### config.mk
export PLATFORM = sky130hd
export DESIGN_NAME = mcc_mac
export DESIGN_NICKNAME = d
export VERILOG_FILES = /design/src/mcc_pkg.sv /design/src/mcc_mac.sv
export SDC_FILE = /design/constraint.sdc
export NUM_CORES = 1
export LEC_CHECK = 0
export BUFFER_PORTS_ARGS = -buffer_cell sky130_fd_sc_hd__clkbuf_2
export CAP_MARGIN = 30
export CORE_ASPECT_RATIO = 1.75
export CORE_MARGIN = 4
export CORE_UTILIZATION = 50
export CTS_BUF_LIST = sky130_fd_sc_hd__clkbuf_4 sky130_fd_sc_hd__clkbuf_8
export DETAILED_ROUTE_END_ITERATION = 8
export GPL_ROUTABILITY_DRIVEN = 0
export GPL_TIMING_DRIVEN = 0
export HOLD_SLACK_MARGIN = 0.12
export PLACE_DENSITY = 0.67
export SETUP_SLACK_MARGIN = 0.1
export SYNTH_ARGS = -nofsm -noshare
export SYNTH_HDL_FRONTEND = slang
export SYNTH_SLANG_ARGS = --single-unit
### constraint.sdc
create_clock -name clk -period 6.6 [get_ports clk]
set_input_delay 0.66 -clock clk [delete_from_list [all_inputs] [get_ports clk]]
set_output_delay 0.66 -clock clk [all_outputs]
set_load 0.1 [all_outputs]
### src/mcc_pkg.sv
`default_nettype none
package mcc_pkg;
  localparam int MAX_WIDTH_D    = 256;
  localparam int MAX_HEIGHT_D   = 256;
  localparam int MAX_KSIZE_D    = 7;
  localparam int MAX_CHANNELS_D = 4;
  localparam int SAMPLE_BITS_D  = 16;
  localparam int SUM_BITS       = 40;
  localparam int CFG_IDX_BITS   = 2;
  localparam int CFG_DATA_BITS  = 9;

  typedef enum logic [1:0] {
    REG_WIDTH    = 2'd0,
    REG_HEIGHT   = 2'd1,
    REG_KSIZE    = 2'd2,
    REG_CHANNELS = 2'd3
  } cfg_reg_t;

  typedef enum logic [2:0] {
    ST_IDLE,
    ST_FETCH,
    ST_MAC,
    ST_DRAIN,
    ST_OUT
  } state_t;

  // sequencer to datapath control
  typedef struct packed {
    logic clear;
    logic mac_en;
  } mac_ctl_t;
endpackage
`default_nettype wire

### src/mcc_mac.sv
`default_nettype none
module mcc_mac
  import mcc_pkg::*;
#(
  parameter int SAMPLE_BITS = SAMPLE_BITS_D
) (
  input  wire logic                          clk,
  input  wire mac_ctl_t                      ctl,
  input  wire logic signed [SAMPLE_BITS-1:0] a,
  input  wire logic signed [SAMPLE_BITS-1:0] b,
  output      logic signed [SUM_BITS-1:0]    acc
);
  logic signed [2*SAMPLE_BITS-1:0] prod;

  // product registered before accumulation
  always_ff @(posedge clk) begin
    prod <= a * b;
    if (ctl.clear) begin
      acc <= '0;
    end else if (ctl.mac_en) begin
      acc <= acc + SUM_BITS'(prod);
    end
  end
endmodule
`default_nettype wire

After elaboration in Yosys (flattened, before gate mapping)
Cells that the tools add are included.
{"block": "classes", "mul": 1, "addsub": 1}
{"op": "$add 40x32->40", "n": 1}
{"op": "$mul 16x16->32", "n": 1}
{"block": "word_totals", "inputBits": 35, "regBits": 72, "out_inout_bits": 40}

Longest topological paths before layout
{"block": "logic_depth", "ltp_word": 1, "mapped_depth": 23, "ltp_nobuf": 21}

Worst setup path after synthesis
No wires, ideal clock.
{"block": "synth_timing", "path_type": "input port to flip-flop", "startpoint": "input port b[1]", "endpoint": "register prod[30]", "path_stages": 19, "setup_ns": 0.145, "t_required_ns": 6.455, "path_slack_ns": 0.485, "arrival_ns": 5.971, "cell_sequence": "clkbuf_1 -> nand2_1 -> inv_1 -> fa_1 -> fa_1 -> fa_1 -> fa_1 -> fa_1 -> inv_1 -> fa_1 -> inv_1 -> ha_1 -> o21ai_0 -> a21o_1 -> a21oi_1 -> o21ai_0 -> a311oi_1 -> o31ai_1 -> o311ai_0"}
{"block": "synth_between", "elab_chain_cells": 1}
{"item": "start: declaration", "line_no": "mcc_mac.sv:10", "text": "input wire logic signed [SAMPLE_BITS-1:0] b,"}
{"item": "$mul 16x16->32", "line_no": "mcc_mac.sv:17", "text": "prod <= a * b;"}
{"item": "end signal: assignment", "line_no": "mcc_mac.sv:17"}
{"item": "end: declaration", "line_no": "mcc_mac.sv:13", "text": "logic signed [2*SAMPLE_BITS-1:0] prod;"}
Every way passes these cells.
A chain may end at the register's enable or synchronous reset.

Worst setup path in the final report
{"block": "layout_timing", "startpoint": "input port b[5]", "endpoint": "register prod[31]"}
The elaborated chain is that of the path after synthesis.

==> key figures <==
Status
  – Status: finished, final reports clean

Global routing
  – First-pass GRT wire length: 63.35 mm
  – Initial antenna violation count: 0
  – GRT overflow: 0
  – Global-route usage over all layers: 26.11%
  – Vias in the first global route: 12,519
  – Largest net degree at the start of global routing: 13

Setup path
  – Worst path arrival time: 6.61 ns
  – Critical path capture point type: flip-flop
  – Setup CP Type: in -> reg
  – Crit Path Max Fanout: 10
  – Worst setup SP type: primary input
  – Worst EP required: about 6.9 ns

Die
  – Die W: 135.2 µm
  – Initial Utilization: 50.64%
  – Number of core rows: 81
  – Core area: 0.02797 mm²
  – DIE HEIGHT: 230.6 µm
  – I/O Pins: between 70 and 80
  – Die ar.: 0.03119 mm²

Synthesis
  – Number of flops mapped to enable cells by yosys: 0
  – Yosys warns: 0
  – Ys flop type: dfxtp_1
  – Register area share after synthesis: 10.18%
  – Gate Count Post-Synth: 1,595
  – Count of cell types in the netlist: 66
  – Ys async rst share: 0%
  – Mean area per synthesized cell: 8.880 µm²
  – Mapped Nets: approximately 2,000
  – Register bit total from synthesis: 72
  – Synth Cell Area: ~0.014 mm²

Route
  – DR WL/cell: 18.84 µm
  – DRC: 0
  – Total wire length: 38.78 mm
  – Via density: 5.528
  – Via count: 11,383
  – Final ANT Viol Nets: 0
  – Starting DRT DRC Count: 554
  – First-pass DRT Iterations: 5

Clock network
  – Clock Tree Root: clkbuf_8
  – CTS sink count: 72
  – CTS tree: yes
  – Bufs on Longest Clock Path: 2
  – Hold-fix buffers, CTS: 0
  – Clock-pin transition on the worst setup and hold timing paths: 0.07 ns
  – Clk Latency, worst-skew pair: between 0.3 and 0.4 ns
  – H-Tree Depth: 3
  – CTS Buf Count: 9

Final layout
  – Final net count: 2,100
  – Commonest cells after routing, fill and taps aside: inv_1, fa_1, nand2_1
  – Commonest non-fill, non-tap cell in the layout: inv_1
  – # diodes: 0
  – Final Util: 54.92%
  – Layout cells sized above 1: 8.956%
  – Layout area overhead: 8.454%

STA
  – Final Hold Vio Count: 0
  – RSZ-0062 raised after global routing: false
  – Fmax achieved: ~160 MHz
  – Final period util: 96.05%
  – WHS: between 0.4 and 0.5 ns
  – Final setup violation count: 0
  – Slew Limit Fails: 0
  – Slew @ Worst Pin: 0.7950 ns
  – Clock skew: 0.01482 ns
  – Fin crit period: 6.340 ns
  – Setup TNS: 0 ns
  – Slew HR: between 40% and 50%

Run
  – Max cap viols: 0

Placement
  – Port bufs: 74
  – Post-DP HPWL: 32.91 mm

Min path
  – Worst Hold Class: reg -> reg
==> logic make-up after synthesis <==
family                   count (synthesis)  share of synthesized area, %
buffers and inverters                  363                         9.726
multiplexers                            21                         1.493
adder cells (fa/ha/maj)                384                         47.86
AND/OR/NAND/NOR                        468                         16.31
AO/OA/AOI/OAI                          234                         11.16
flip-flops                              72                         10.18
XOR/XNOR                                53                         3.277
==> repair_timing <==
item                       CTS  global route
setup endpoints to repair    9            10
resized for setup           25            50
pin swaps                    0             1
setup buffers                0             1
==> cells in the mapped netlist (all sizes together), types with 4 or more instances <==
cell / n / share of area (%)
or3: 10 / 0.44
nor2b: 6 / 0.27
a21o: 30 / 1.6
o21ai: 42 / 1.5
and2: 129 / 5.7
buf: 16 / 0.53
a211oi: 13 / 0.72
dfxtp: 72 / 10
o311ai: 5 / 0.31
xor2: 11 / 0.68
nor2: 75 / 2.0
nor4: 4 / 0.18
nand2: 163 / 4.3
mux2i: 20 / 1.4
nand4: 12 / 0.53
and3: 5 / 0.22
nand3: 21 / 0.74
nor3: 18 / 0.64
inv: 303 / 8.0
a211o: 8 / 0.49
a21oi: 57 / 2.0
o211ai: 11 / 0.58
fa: 263 / 37
o21a: 11 / 0.58
o22ai: 4 / 0.18
xnor2: 42 / 2.6
a2111oi: 4 / 0.29
a31oi: 12 / 0.53
nand2b: 9 / 0.40
o21bai: 4 / 0.21
clkbuf: 44 / 1.2
ha: 121 / 11
a21boi: 4 / 0.21
==> final timing paths <==
path	from	endpoint	slack, ns	depth (start not counted)
setup reg to reg	prod[31]	acc[36]	3.33	10
setup / recovery	b[5]	prod[31]	0.26	22
hold reg to reg	acc[4]	acc[4]	0.49	2
hold / removal	acc[4]	acc[4]	0.49	2
==> flip-flops by register name (all words and copies together) (netlist names) <==
signal / cells
prod: 32
acc: 40
==> per-stage QoR <==
step	instances	area, µm²	worst slack [ns]
after floorplan	1595	14160	0.4846
after global placement	2042	15000	-0.7108
after detailed placement	2042	15000	-0.7113
after CTS	2058	15290	0.1230
after global routing	2059	15360	0.09601
final	2059	15360	0.2604
==> critical path, cell delays in order <==
cell and delay (ns):
clkbuf_2 0.17, clkbuf_2 0.30, and2_1 0.23, fa_1 0.50, inv_1 0.05, fa_1 0.41
fa_1 0.56, inv_1 0.06, fa_1 0.49, fa_1 0.49, inv_1 0.05, fa_1 0.47
inv_1 0.05, ha_2 0.31, a21o_1 0.17, a21o_1 0.17, a21oi_1 0.26, o21ai_0 0.15
a31oi_1 0.54, o31a_1 0.22, nor2_1 0.07, o211ai_1 0.23
==> cell type report <==
| class | count | area (µm²) |
|---|---|---|
| fill | 2660 | 12610 |
| timing repair buffer | 75 | 377.9 |
| sequential | 72 | 1441 |
| inverter | 303 | 1137 |
| clock buffer | 11 | 145.1 |
| buffer | 60 | 300.3 |
| multi-input combinational | 1160 | 11390 |
| clock inverter | 5 | 103.9 |
| tap | 373 | 466.7 |
==> routing by layer <==
layer	track usage (%)	share of wire (%)
met1	26.47	34
met2	50.26	54
met3	2.028	3.8
met4	16.33	7.6
met5	0	0
Power is not shown: default switching activity piles up to over one toggle a cycle in this logic, so the estimate is an artifact.
